<file path="config.mk">
export PLATFORM = sky130hd
export DESIGN_NAME = codebook_delay_pattern_tracker_unit
export DESIGN_NICKNAME = d
export VERILOG_FILES = /design/src/rtl/cdpt_pkg.sv /design/src/rtl/cdpt_delay_mask.sv /design/src/rtl/codebook_delay_pattern_tracker_unit.sv
export SDC_FILE = /design/constraint.sdc
export NUM_CORES = 1
export LEC_CHECK = 0
export BUFFER_PORTS_ARGS = -buffer_cell sky130_fd_sc_hd__buf_2
export CORE_ASPECT_RATIO = 0.6
export CORE_MARGIN = 4
export CORE_UTILIZATION = 45
export DETAILED_ROUTE_END_ITERATION = 12
export PLACE_DENSITY = 0.68
export REMOVE_ABC_BUFFERS = 1
export SETUP_SLACK_MARGIN = 0.05
export SLEW_MARGIN = 30
export SYNTH_ARGS = -nofsm -noshare
export SYNTH_HDL_FRONTEND = slang
export SYNTH_SLANG_ARGS = --single-unit
export TNS_END_PERCENT = 100
</file>
<file path="constraint.sdc">
create_clock -name clk -period 7 [get_ports clk]
set_input_delay 1.05 -clock clk [delete_from_list [all_inputs] [get_ports clk]]
set_output_delay 1.05 -clock clk [all_outputs]
set_load 0.01 [all_outputs]
</file>
<file path="src/rtl/cdpt_pkg.sv">
package cdpt_pkg;

  // Default number of codebook slots built into the block
  localparam int MAX_CODEBOOKS_DEF = 16;

  // Fixed field widths
  localparam int CNT_W      = 5;
  localparam int LEN_W      = 13;
  localparam int TOK_W      = 12;
  localparam int OP_W       = 2;
  localparam int REG_IDX_W  = 3;
  localparam int CFG_DATA_W = 13;
  localparam int TDATA_W    = 16;

  // Operation codes carried on in_tuser
  localparam logic [OP_W-1:0] OP_STEP    = 2'd0;
  localparam logic [OP_W-1:0] OP_APPEND  = 2'd1;
  localparam logic [OP_W-1:0] OP_RESTART = 2'd2;

  // Configuration register indexes
  localparam logic [REG_IDX_W-1:0] REG_COUNT   = 3'd0;
  localparam logic [REG_IDX_W-1:0] REG_LIMIT   = 3'd1;
  localparam logic [REG_IDX_W-1:0] REG_START   = 3'd2;
  localparam logic [REG_IDX_W-1:0] REG_FILL    = 3'd3;
  localparam logic [REG_IDX_W-1:0] REG_STOP    = 3'd4;
  localparam logic [REG_IDX_W-1:0] REG_MIN_GEN = 3'd5;

  // Reset values of the configuration registers
  localparam logic [CNT_W-1:0] RST_COUNT   = 5'd9;
  localparam logic [LEN_W-1:0] RST_LIMIT   = 13'd2580;
  localparam logic [TOK_W-1:0] RST_START   = 12'd1025;
  localparam logic [TOK_W-1:0] RST_FILL    = 12'd1024;
  localparam logic [TOK_W-1:0] RST_STOP    = 12'd1024;
  localparam logic [LEN_W-1:0] RST_MIN_GEN = 13'd0;

  // Settings the delay mask needs for one beat
  typedef struct packed {
    logic [LEN_W-1:0] length_limit;
    logic [LEN_W-1:0] seq_length;
    logic [TOK_W-1:0] start_token;
    logic [TOK_W-1:0] fill_token;
  } cdpt_mask_cfg_t;

endpackage

</file>
<file path="src/rtl/cdpt_delay_mask.sv">
module cdpt_delay_mask
  import cdpt_pkg::*;
#(
  parameter int MAX_CODEBOOKS = MAX_CODEBOOKS_DEF,
  localparam int NW = $clog2(MAX_CODEBOOKS + 1),
  localparam int IW = (MAX_CODEBOOKS > 1) ? $clog2(MAX_CODEBOOKS) : 1
) (
  input  cdpt_mask_cfg_t   mask_cfg,
  input  logic [NW-1:0]    n_books,
  input  logic [IW-1:0]    book,
  input  logic [TOK_W-1:0] stored_token,
  output logic [TOK_W-1:0] token_out
);

  logic [LEN_W-1:0] frame_pos;
  logic [14:0]      lim_w;
  logic [14:0]      n_w;
  logic [14:0]      k_w;
  logic [14:0]      j_w;
  logic             masked;
  logic             in_head;
  logic             in_tail;

  always_comb begin
    frame_pos = (mask_cfg.seq_length == '0) ? '0 : mask_cfg.seq_length - LEN_W'(1);
    lim_w     = 15'(mask_cfg.length_limit);
    n_w       = 15'(n_books);
    k_w       = 15'(book);
    j_w       = 15'(frame_pos);
    // mask applies only when limit >= 2n - 1
    masked    = (lim_w + 15'd1) >= (n_w << 1);
    in_head   = j_w <= k_w;
    in_tail   = (j_w + n_w) >= (lim_w + 15'd1 + k_w);
    if (masked && in_head) begin
      token_out = mask_cfg.start_token;
    end else if (masked && in_tail) begin
      token_out = mask_cfg.fill_token;
    end else begin
      token_out = stored_token;
    end
  end

endmodule

</file>
<file path="src/rtl/codebook_delay_pattern_tracker_unit.sv">
// An accepted beat's first result beat is registered and shows in the next cycle.
// Append: one result beat, one input beat accepted per cycle unless output stalls.
// Step: n result beats (n = codebooks in use), one per cycle from the result
// register while out_tready is high; the next input beat is taken once the final
// step beat is loaded. Restart and the unused opcode give no result.
// Reset: synchronous, active low; restores register defaults and a fresh sequence.
module codebook_delay_pattern_tracker_unit
  import cdpt_pkg::*;
#(
  parameter int MAX_CODEBOOKS = MAX_CODEBOOKS_DEF,
  localparam int NW = $clog2(MAX_CODEBOOKS + 1),
  localparam int IW = (MAX_CODEBOOKS > 1) ? $clog2(MAX_CODEBOOKS) : 1
) (
  input  logic                  clk,
  input  logic                  rst_n,
  // configuration write port
  input  logic                  cfg_we,
  input  logic [REG_IDX_W-1:0]  cfg_addr,
  input  logic [CFG_DATA_W-1:0] cfg_wdata,
  // input stream
  input  logic                  in_tvalid,
  output logic                  in_tready,
  input  logic [TDATA_W-1:0]    in_tdata,   // [11:0] token, [15:12] zero
  input  logic [OP_W-1:0]       in_tuser,   // [1:0] opcode
  // result stream
  output logic                  out_tvalid,
  input  logic                  out_tready,
  output logic [TDATA_W-1:0]    out_tdata,  // [11:0] token_out, [12] forbid_stop,
                                            // [13] done_all, [14] rejected, [15] zero
  output logic                  out_tlast
);

  // Configuration registers
  logic [CNT_W-1:0] count_r;
  logic [LEN_W-1:0] limit_r;
  logic [TOK_W-1:0] start_r;
  logic [TOK_W-1:0] fill_r;
  logic [TOK_W-1:0] stop_r;
  logic [LEN_W-1:0] min_gen_r;

  // Sequence state
  logic [TOK_W-1:0]         column_r [MAX_CODEBOOKS];
  logic [MAX_CODEBOOKS-1:0] flags_r;
  logic [IW-1:0]            tracked_r;
  logic [LEN_W-1:0]         seq_r;
  logic [IW-1:0]            app_idx_r;

  // Step emission state
  logic          busy_r;
  logic [IW-1:0] emit_idx_r;

  // Result register
  logic             out_tvalid_r;
  logic [TOK_W-1:0] out_tok_r;
  logic             out_forbid_r;
  logic             out_done_r;
  logic             out_last_r;
  logic             out_rej_r;

  logic [OP_W-1:0]  in_op;
  logic [TOK_W-1:0] in_tok;
  logic             slot_free;
  logic             in_accept;

  logic [NW-1:0]            n_books;
  logic [MAX_CODEBOOKS-1:0] in_use;
  logic                     done_now;

  // Append path
  logic [IW-1:0]            app_idx;
  logic                     app_fin;
  logic [TOK_W-1:0]         app_tok;
  logic                     app_set_fin;
  logic                     app_wrap;
  logic [IW-1:0]            app_idx_nxt;
  logic [LEN_W-1:0]         seq_app_nxt;
  logic [MAX_CODEBOOKS-1:0] flags_app_nxt;
  logic                     app_done;
  logic                     at_limit;

  // Step path
  logic [IW-1:0]    tracked_nxt;
  logic [IW-1:0]    beat_k;
  logic [TOK_W-1:0] beat_tok;
  logic             beat_forbid;
  logic             beat_last;
  logic             early;
  cdpt_mask_cfg_t   mask_cfg;

  assign in_op  = in_tuser;
  assign in_tok = in_tdata[TOK_W-1:0];

  // Hold input while a step is still emitting or the result slot is occupied
  assign slot_free = !out_tvalid_r || out_tready;
  assign in_tready = !busy_r && slot_free;
  assign in_accept = in_tvalid && in_tready;

  // Codebooks in use: zero counts as one, clamp to the built-in slots
  always_comb begin
    if (count_r == '0) begin
      n_books = NW'(1);
    end else if (int'(count_r) > MAX_CODEBOOKS) begin
      n_books = NW'(MAX_CODEBOOKS);
    end else begin
      n_books = NW'(count_r);
    end
    for (int i = 0; i < MAX_CODEBOOKS; i++) begin
      in_use[i] = (i < int'(n_books));
    end
  end

  assign at_limit = seq_r >= limit_r;
  assign done_now = at_limit || (&(flags_r | ~in_use));

  // Append: next codebook in order, PAD after EOS, EOS marks the book finished
  always_comb begin
    app_idx     = (NW'(app_idx_r) >= n_books) ? '0 : app_idx_r;
    app_fin     = flags_r[app_idx];
    app_tok     = app_fin ? fill_r : in_tok;
    app_set_fin = !app_fin && (in_tok == stop_r);
    app_wrap    = (NW'(app_idx) + NW'(1)) >= n_books;
    app_idx_nxt = app_wrap ? '0 : IW'(app_idx + IW'(1));
    seq_app_nxt = app_wrap ? seq_r + LEN_W'(1) : seq_r;
    for (int i = 0; i < MAX_CODEBOOKS; i++) begin
      flags_app_nxt[i] = flags_r[i] || (app_set_fin && (IW'(i) == app_idx));
    end
    app_done = (seq_app_nxt >= limit_r) || (&(flags_app_nxt | ~in_use));
  end

  // Step pointer: skip a book that saw EOS (any if start == stop), up to the last
  always_comb begin
    tracked_nxt = tracked_r;
    if ((NW'(tracked_r) < n_books) && (flags_r[tracked_r] || (start_r == stop_r)) &&
        ((NW'(tracked_r) + NW'(1)) < n_books)) begin
      tracked_nxt = IW'(tracked_r + IW'(1));
    end
  end

  // Beat zero leaves with the accepted step; the rest follow from emit_idx_r
  assign beat_k = busy_r ? emit_idx_r : '0;

  assign mask_cfg.length_limit = limit_r;
  assign mask_cfg.seq_length   = seq_r;
  assign mask_cfg.start_token  = start_r;
  assign mask_cfg.fill_token   = fill_r;

  cdpt_delay_mask #(
    .MAX_CODEBOOKS(MAX_CODEBOOKS)
  ) u_mask (
    .mask_cfg    (mask_cfg),
    .n_books     (n_books),
    .book        (beat_k),
    .stored_token(column_r[beat_k]),
    .token_out   (beat_tok)
  );

  assign early       = (min_gen_r != '0) && (seq_r != '0) &&
                       ((seq_r - LEN_W'(1)) < min_gen_r);
  // beat zero never exceeds the pointer, so the old pointer serves there too
  assign beat_forbid = early || (beat_k > tracked_r);
  assign beat_last   = (NW'(beat_k) + NW'(1)) == n_books;

  // Configuration and sequence state
  always_ff @(posedge clk) begin
    if (!rst_n) begin
      count_r   <= RST_COUNT;
      limit_r   <= RST_LIMIT;
      start_r   <= RST_START;
      fill_r    <= RST_FILL;
      stop_r    <= RST_STOP;
      min_gen_r <= RST_MIN_GEN;
      flags_r   <= '0;
      tracked_r <= '0;
      seq_r     <= LEN_W'(1);
      app_idx_r <= '0;
      for (int i = 0; i < MAX_CODEBOOKS; i++) begin
        column_r[i] <= RST_START;
      end
    end else begin
      if (cfg_we) begin
        case (cfg_addr)
          REG_COUNT:   count_r   <= cfg_wdata[CNT_W-1:0];
          REG_LIMIT:   limit_r   <= cfg_wdata[LEN_W-1:0];
          REG_START:   start_r   <= cfg_wdata[TOK_W-1:0];
          REG_FILL:    fill_r    <= cfg_wdata[TOK_W-1:0];
          REG_STOP:    stop_r    <= cfg_wdata[TOK_W-1:0];
          REG_MIN_GEN: min_gen_r <= cfg_wdata[LEN_W-1:0];
          default: begin
          end
        endcase
      end
      if (in_accept) begin
        case (in_op)
          OP_RESTART: begin
            flags_r   <= '0;
            tracked_r <= '0;
            seq_r     <= LEN_W'(1);
            app_idx_r <= '0;
            for (int i = 0; i < MAX_CODEBOOKS; i++) begin
              column_r[i] <= start_r;
            end
          end
          OP_APPEND: begin
            // drop the token once the length limit is reached
            if (!at_limit) begin
              column_r[app_idx] <= app_tok;
              flags_r           <= flags_app_nxt;
              seq_r             <= seq_app_nxt;
              app_idx_r         <= app_idx_nxt;
            end
          end
          OP_STEP: begin
            tracked_r <= tracked_nxt;
          end
          default: begin
          end
        endcase
      end
    end
  end

  // Result register and step sequencer
  always_ff @(posedge clk) begin
    if (!rst_n) begin
      out_tvalid_r <= 1'b0;
      busy_r       <= 1'b0;
      emit_idx_r   <= '0;
    end else if (slot_free) begin
      if (busy_r) begin
        out_tvalid_r <= 1'b1;
        if (beat_last) begin
          busy_r <= 1'b0;
        end else begin
          emit_idx_r <= IW'(emit_idx_r + IW'(1));
        end
      end else if (in_accept && (in_op == OP_STEP)) begin
        out_tvalid_r <= 1'b1;
        busy_r       <= !beat_last;
        emit_idx_r   <= IW'(1);
      end else if (in_accept && (in_op == OP_APPEND)) begin
        out_tvalid_r <= 1'b1;
      end else begin
        out_tvalid_r <= 1'b0;
      end
    end
  end

  // Result payload: no reset needed
  always_ff @(posedge clk) begin
    if (slot_free) begin
      if (busy_r || (in_accept && (in_op == OP_STEP))) begin
        out_tok_r    <= beat_tok;
        out_forbid_r <= beat_forbid;
        out_done_r   <= done_now;
        out_last_r   <= beat_last;
        out_rej_r    <= 1'b0;
      end else if (at_limit) begin
        out_tok_r    <= '0;
        out_forbid_r <= 1'b0;
        out_done_r   <= 1'b1;
        out_last_r   <= 1'b1;
        out_rej_r    <= 1'b1;
      end else begin
        out_tok_r    <= app_tok;
        out_forbid_r <= 1'b0;
        out_done_r   <= app_done;
        out_last_r   <= 1'b1;
        out_rej_r    <= 1'b0;
      end
    end
  end

  assign out_tvalid = out_tvalid_r;
  assign out_tlast  = out_last_r;
  assign out_tdata  = {1'b0, out_rej_r, out_done_r, out_forbid_r, out_tok_r};

`ifndef NO_ASSERTIONS
  // Sequence state must not move while a step is still being emitted
  a_state_frozen: assert property (@(posedge clk) disable iff (!rst_n)
    busy_r |=> ($stable(seq_r) && $stable(flags_r)))
    else $error("sequence state changed during step emission");

  // A rejected append always closes the item and reports done
  a_reject_done: assert property (@(posedge clk) disable iff (!rst_n)
    (out_tvalid_r && out_rej_r) |-> (out_last_r && out_done_r))
    else $error("rejected beat without last or done");

  // Loading the final step beat releases the sequencer
  a_step_release: assert property (@(posedge clk) disable iff (!rst_n)
    (busy_r && slot_free && beat_last) |=> !busy_r)
    else $error("sequencer stuck after final step beat");

  // An accepted step shows its first beat in the next cycle
  a_step_first: assert property (@(posedge clk) disable iff (!rst_n)
    (in_accept && (in_op == OP_STEP)) |=> out_tvalid_r)
    else $error("step accepted without a result beat");
`endif

endmodule
</file>
==> results.json, run 1 <==
{
  "status": "finished, final reports clean",
  "tightest_slew_ns": 0.986,
  "tns_ns": 0,
  "synth-edff-count": 208,
  "fin_cells": 2598,
  "criticalPathCategory": "reg2reg",
  "hold_viol": 0,
  "layout-drive-gt1-share_pct": 12.9,
  "slew_headroom_pct": 33.9,
  "n_antenna_cell": 0,
  "synth_cell_type_count": 92,
  "synthFlopType": "edfxtp_1",
  "hold_path_class": "reg2reg",
  "area_delta_synth_final_pct": 8.90,
  "path_buf_inv": 3,
  "track_usage_pct": 26.2,
  "yosysWarnings": 0,
  "drv_cap": 0,
  "io_buffers": 52,
  "firstDrtPassIters": 6,
  "worst-path-max-fanout": 12,
  "synth_area_leaders": "edfxtp_1, dfxtp_1, ha_1",
  "clock_skew_ns": 0.0339,
  "core_um2": 42200,
  "syn_area_per_cell_um2": 9.58,
  "min_period_over_period_pct": 92.0,
  "dp_hpwl_mm": 46.4,
  "final_util_pct": 50.0,
  "n_fill_cell": 3864,
  "slowest_delay_ns": 0.65,
  "yosys.area.top_type": "edfxtp_1",
  "p_clk_share_pct": 40.7,
  "place_area_um2": 20100,
  "syn_inst": 2024,
  "cp-start-kind": "register",
  "cts_buffers": 30,
  "grt_pass1_vias": 15100,
  "post_cts_buffers": 0,
  "arrival_ns": 6.79,
  "drc": 0,
  "cts.path.max_buffers": 3,
  "power.net_switching_mw": 1.07,
  "netlist_area_um2": 19400,
  "cts_sinks": 318,
  "cp_slowest_cell": "a211o_1",
  "cts_resized": 0,
  "die-area_um2": 46600,
  "grt_pass1_wl_mm": 93.8,
  "synthArstFlopShare_pct": 0,
  "synth_top_area_share_pct": 32.2,
  "insertion_delay_ns": 0.61,
  "p_int_mw": 3.14,
  "num_vias": 16400,
  "cp_cell_sequence": "inv_1 > ha_1 > nor3b_2 > nand4b_1 > o21ai_0 > inv_1 > ha_1 > fa_1 > a21o_1 > a21oi_1 > inv_1 > a21oi_1 > nor2_1 > xnor2_1 > nor2_1 > ha_1 > nor2b_1 > o31a_1 > o311ai_0 > a211o_1 > mux2_2 > a221o_1",
  "ys_seq_area_share_pct": 43.6,
  "pwr-share-seq_pct": 50.1,
  "htreeDepth": 1,
  "p_sw_share_pct": 25.4,
  "rsz0062_at_grt": "no",
  "via_per_inst": 6.30,
  "place_inst": 2540,
  "initial_utilization_pct": 45.9,
  "ys_top_cells_by_count": "nand2_1, edfxtp_1, o21ai_0, a21oi_1, dfxtp_1",
  "place.gp.congestion": 0.969,
  "drtIter0Drc": 2373,
  "die_x_um": 276,
  "multiInputGateArea_um2": 10000,
  "nets": 2145,
  "grt_antenna_before_repair": 0,
  "die-height_um": 169,
  "final_antenna_net_count": 0,
  "max_freq_mhz": 155,
  "seq_area_um2": 8450,
  "p_total_mw": 4.21,
  "ys_ff_latch": 318,
  "grt_max_degree": 79,
  "endpoint_kind": "register",
  "peakVddDrop_mv": 0.162,
  "powerDensity_nw_per_um2": 199,
  "postLayoutCellArea_um2": 21100,
  "drv_slew": 0,
  "path_delay_family": "compound AO/OA/AOI/OAI gates",
  "wl_per_cell_um": 24.1,
  "finalSetupViolations": 0,
  "p_leak_nw": 8.10,
  "combPwrFrac_pct": 9.1,
  "wl_mm": 62.7,
  "gr-total-overflow": 0,
  "synth_most_common_cell": "nand2_1",
  "cts_tree": "yes",
  "fp-row-count": 58,
  "cts_hold_buf": 0,
  "crit_required_ns": 7.35,
  "cts-root-buf": "clkbuf_16",
  "path_clk_slew_ns": 0.07,
  "period_minus_slack_ns": 6.44,
  "io-pin-count": 58
}
==> per-layer routing <==
layer / GRT usage [%] / up-vias / share of wire, %
met4: 3.70 / 0 / 1.4
met5: 0 / - / 0
met2: 34.2 / 983 / 38
li1: - / 7368 / -
met1: 43.2 / 7934 / 46
met3: 7.33 / 75 / 14
==> state kept, by name, summed over array words and instances (netlist names), 4 cells and up <==
signal and count:
fill_r 12, seq_r 13, limit_r 13, column_r 192
min_gen_r 13, flags_r 16, app_idx_r 4, stop_r 12
count_r 5, tracked_r 4, out_tok_r 12, emit_idx_r 4
start_r 12
==> cell families (layout without fill, tap and decap cells) <==
kind of cell    after synthesis  in the layout  share of synthesized area (%)
simple gates                575            575                           14.0
xor+xnor                     82             82                           3.81
buf+inv                     228            232                           4.87
fa+ha+maj                   104            104                           6.76
mux                         137            137                           8.62
compound gates              579            579                           18.3
other cells                   1              1                         0.0193
flops                       318            318                           43.6
==> per-stage QoR <==
| stage | hold slack [ns] | setup slack (ns) |
|---|---|---|
| after floorplan | 0.436 | 0.809 |
| after global placement | 0.443 | 0.813 |
| after detailed placement | 0.450 | 0.686 |
| after CTS | 0.461 | 0.665 |
| after global routing | 0.483 | 0.293 |
| final | 0.462 | 0.558 |
==> power by group through the flow <==
stage / clock, mW / combinational, mW / sequential [mW]
after floorplan: 0 / 0.208 / 2.15
after global routing: 1.81 / 0.412 / 2.11
after global placement: 0 / 0.364 / 2.15
after detailed placement: 0 / 0.374 / 2.15
after CTS: 1.72 / 0.375 / 2.11
final: 1.71 / 0.384 / 2.11
==> placed cells by master, fill, tap and decap left out, types with 6 or more instances in the layout <==
master and count:
mux2i_4 11, nand4_1 21, xnor2_1 58, a32o_1 14, nand3_1 45, nand2b_1 11, a21o_1 22, o211ai_1 11
a22o_1 15, nor3_2 6, mux2_2 59, nor2b_1 12, clkbuf_16 30, o21ai_1 12, dfxtp_1 108, nand2_1 274
a31oi_1 32, edfxtp_1 208, mux4_2 8, o21ai_0 202, or3_1 10, and2_1 15, nor2_1 93, inv_1 77
a221o_1 24, buf_4 43, ha_1 100, nor4_1 9, mux2i_1 54, or2_2 6, nor3_1 21, buf_2 52
o21a_1 13, xor2_1 22, a22oi_1 13, a21oi_1 169, and3_1 13
==> worst paths after layout <==
| path | from | end | slack (ns) | cells after the start |
|---|---|---|---|---|
| worst min-delay path | min_gen_r[7]$_SDFFE_PN0P_ | min_gen_r[7]$_SDFFE_PN0P_ | 0.46 | 2 |
| worst max-delay path | seq_r[1]$_SDFFE_PN0P_ | out_tok_r[11]$_DFFE_PN_ | 0.56 | 22 |
| worst max register to register | seq_r[1]$_SDFFE_PN0P_ | out_tok_r[11]$_DFFE_PN_ | 0.56 | 22 |
| worst min register to register | min_gen_r[7]$_SDFFE_PN0P_ | min_gen_r[7]$_SDFFE_PN0P_ | 0.46 | 2 |
==> cell type report <==
class / count / share of cell area, %
Clock inverter: 19 / 0.972
Clock buffer: 37 / 3.82
Inverter: 79 / 1.40
Multi-Input combinational cell: 1478 / 47.5
Sequential cell: 318 / 40.0
Timing Repair Buffer: 97 / 2.88
Tap cell: 570 / 3.38
==> tightest hold or removal path, stage by stage (launching register included) <==
cell and delay [ns]:
dfxtp_1 0.31, nand2_1 0.05, a21oi_1 0.05
Power figures use the tool's default switching activity.
==> inputs of run 2 (changes only) <==
--- a/config.mk
+++ b/config.mk
@@ -10,7 +10,7 @@
 export CORE_MARGIN = 4
 export CORE_UTILIZATION = 45
 export DETAILED_ROUTE_END_ITERATION = 12
-export PLACE_DENSITY = 0.68
+export PLACE_DENSITY = 0.7
 export REMOVE_ABC_BUFFERS = 1
 export SETUP_SLACK_MARGIN = 0.05
 export SLEW_MARGIN = 30
==> constraint.sdc (replaced) <==
create_clock -name clk -period 5.8 [get_ports clk]
set_input_delay 0.87 -clock clk [delete_from_list [all_inputs] [get_ports clk]]
set_output_delay 0.87 -clock clk [all_outputs]
set_load 0.01 [all_outputs]
==> results.json, run 2 (synthesis results as in run 1) <==
{
  "status": "finished, final reports clean",
  "drc": 0,
  "die-height_um": 169,
  "regMostFlops": "column_r",
  "cp-start-kind": "register",
  "rrSetupSlack_ns": 0.42,
  "fin_cells": 2619,
  "via_per_inst": 6.26,
  "largest_register_ffs": 192,
  "n_fill_cell": 3824,
  "layout-drive-gt1-share_pct": 14.2,
  "r2r_cells": 27,
  "peakVddDrop_mv": 0.239,
  "nets": 2163,
  "slew_headroom_pct": 31.5,
  "final_common_cell": "nand2_1",
  "postLayoutCellArea_um2": 21300,
  "p_leak_nw": 8.23,
  "crit_required_ns": 6.15,
  "cp-endpoint": "out_done_r$_DFFE_PN_",
  "track_usage_pct": 26.1,
  "die_x_um": 276,
  "drtIter0Drc": 2335,
  "io-pin-count": 58,
  "die-area_um2": 46600,
  "dp_hpwl_mm": 46.4,
  "cts_sinks": 318,
  "period_minus_slack_ns": 5.38,
  "tns_ns": 0,
  "layout_common_cells": "nand2_1, edfxtp_1, o21ai_0, a21oi_1, dfxtp_1",
  "cts_tree": "yes",
  "place.gp.congestion": 0.983,
  "drv_cap": 0,
  "p_total_mw": 5.16,
  "area_delta_synth_final_pct": 10.0,
  "fp-row-count": 58,
  "grt_antenna_before_repair": 0,
  "r2r-start": "count_r[3]$_SDFFE_PN1P_",
  "cts_buffers": 31,
  "path_clk_slew_ns": 0.07,
  "grt_pass1_wl_mm": 93.3,
  "cts.path.max_buffers": 3,
  "reg_top3": "column_r: 192 flops, flags_r: 16 flops",
  "endpoint_kind": "register",
  "hold_path_class": "reg2reg",
  "place_area_um2": 20200,
  "htreeDepth": 1,
  "rsz0062_at_grt": "no",
  "tightest_slew_ns": 1.02,
  "wl_mm": 62.5,
  "arrival_ns": 5.73,
  "place_inst": 2558,
  "initial_utilization_pct": 45.9,
  "criticalPathCategory": "reg2reg",
  "io_buffers": 52,
  "grt_max_degree": 85,
  "worst-path-max-fanout": 9,
  "min_period_over_period_pct": 92.8,
  "max_freq_mhz": 186,
  "num_vias": 16400,
  "final_antenna_net_count": 0,
  "cts-root-buf": "clkbuf_16",
  "r2r-end": "out_done_r$_DFFE_PN_",
  "gr-total-overflow": 0,
  "insertion_delay_ns": 0.61,
  "core_um2": 42200,
  "finalSetupViolations": 0,
  "firstDrtPassIters": 7,
  "grt_pass1_vias": 15300,
  "clock_skew_ns": 0.0203,
  "crit_path_start": "count_r[3]$_SDFFE_PN1P_",
  "powerDensity_nw_per_um2": 242,
  "wl_per_cell_um": 23.9,
  "hold_viol": 0,
  "drv_slew": 0
}
-- run 2: changes by cell type in the layout (fill, tap and decap cells not counted), moves of 3 or more --
cell | previous run | this run
a21oi_1 | 169 | 166
a21oi_2 | 0 | 3
buf_4 | 43 | 62
clkinv_1 | 5 | 1
clkinv_2 | 5 | 8
clkinv_4 | 1 | 5
o21ai_0 | 202 | 199
o21ai_1 | 12 | 15
-- run 2: critical path: stages (launching register included) --
cell	delay [ns]
dfxtp_1	0.32
nor3_2	0.23
o21ai_1	0.11
inv_1	0.12
ha_1	0.24
nor3b_1	0.21
o21ai_1	0.12
nand2_1	0.11
nand2_1	0.12
inv_1	0.13
ha_1	0.26
ha_1	0.29
a21o_1	0.10
a21o_1	0.11
a21o_1	0.16
a21oi_2	0.12
buf_4	0.19
o31a_1	0.29
or2_2	0.32
ha_1	0.19
a21o_1	0.17
a21o_1	0.17
a21o_1	0.17
a21oi_1	0.17
o21ai_0	0.10
o21ai_1	0.16
a31oi_1	0.10
a311o_1	0.34
-- run 2: metrics by stage --
| stage | util, % | hold slack (ns) | setup slack [ns] |
|---|---|---|---|
| 5_1_grt | 50.5 | 0.482 | 0.0528 |
| 2_1_floorplan | - | 0.436 | -0.391 |
| 3_3_place_gp | 47.8 | 0.444 | 0.146 |
| 6_report | 50.5 | 0.462 | 0.415 |
| 3_5_place_dp | 47.8 | 0.450 | 0.0239 |
| 4_1_cts | 50.3 | 0.460 | 0.0815 |
-- run 2: timing repair --
action | 4_1_cts | 5_1_grt
pin swaps | 0 | 2
setup buffers | 0 | 1
gates resized for setup | 1 | 11
hold buffers | 0 | 0
cloned | 0 | 0
endpoints found under the setup margin | 12 | 13
hold endpoints to repair | 0 | 0
-- run 2: cell type report --
cell class,instances,area (um^2),share of cell area (%)
diodes,2,5.00,0.0235
clock buffers,37,818,3.84
clock inverters,21,241,1.13
inverters,79,297,1.39
multi-input cells,1478,10100,47.3
flip-flops and latches,318,8450,39.6
well taps,570,713,3.34
repair buffers,114,726,3.40
-- run 2: routing by layer --
layer | wire, um | up-vias | share of wire, % | GRT usage, %
met1 | 28400 | 7941 | 45 | 41.3
li1 | - | 7406 | - | -
met3 | 8620 | 90 | 14 | 7.89
met5 | 0 | - | 0 | 0
met4 | 1210 | 0 | 1.9 | 4.82
met2 | 24200 | 971 | 39 | 35.0
-- run 2: power by group --
part           internal [mW]  switching, mW  total, mW
clock                   1.20          0.951       2.15
sequential              2.50         0.0427       2.54
combinational          0.154          0.313      0.467
total                   3.85           1.31       5.16
-- run 2: worst min path at each step --
stage,start,endpoint,slack [ns],cells past startpoint
6_report,min_gen_r[12]$_SDFFE_PN0P_,min_gen_r[12]$_SDFFE_PN0P_,0.46,2
2_1_floorplan,min_gen_r[12]$_SDFFE_PN0P_,min_gen_r[12]$_SDFFE_PN0P_,0.44,2
3_3_place_gp,min_gen_r[6]$_SDFFE_PN0P_,min_gen_r[6]$_SDFFE_PN0P_,0.44,2
4_1_cts,min_gen_r[12]$_SDFFE_PN0P_,min_gen_r[12]$_SDFFE_PN0P_,0.46,2
5_1_grt,min_gen_r[7]$_SDFFE_PN0P_,min_gen_r[7]$_SDFFE_PN0P_,0.48,2
3_5_place_dp,min_gen_r[12]$_SDFFE_PN0P_,min_gen_r[12]$_SDFFE_PN0P_,0.45,2
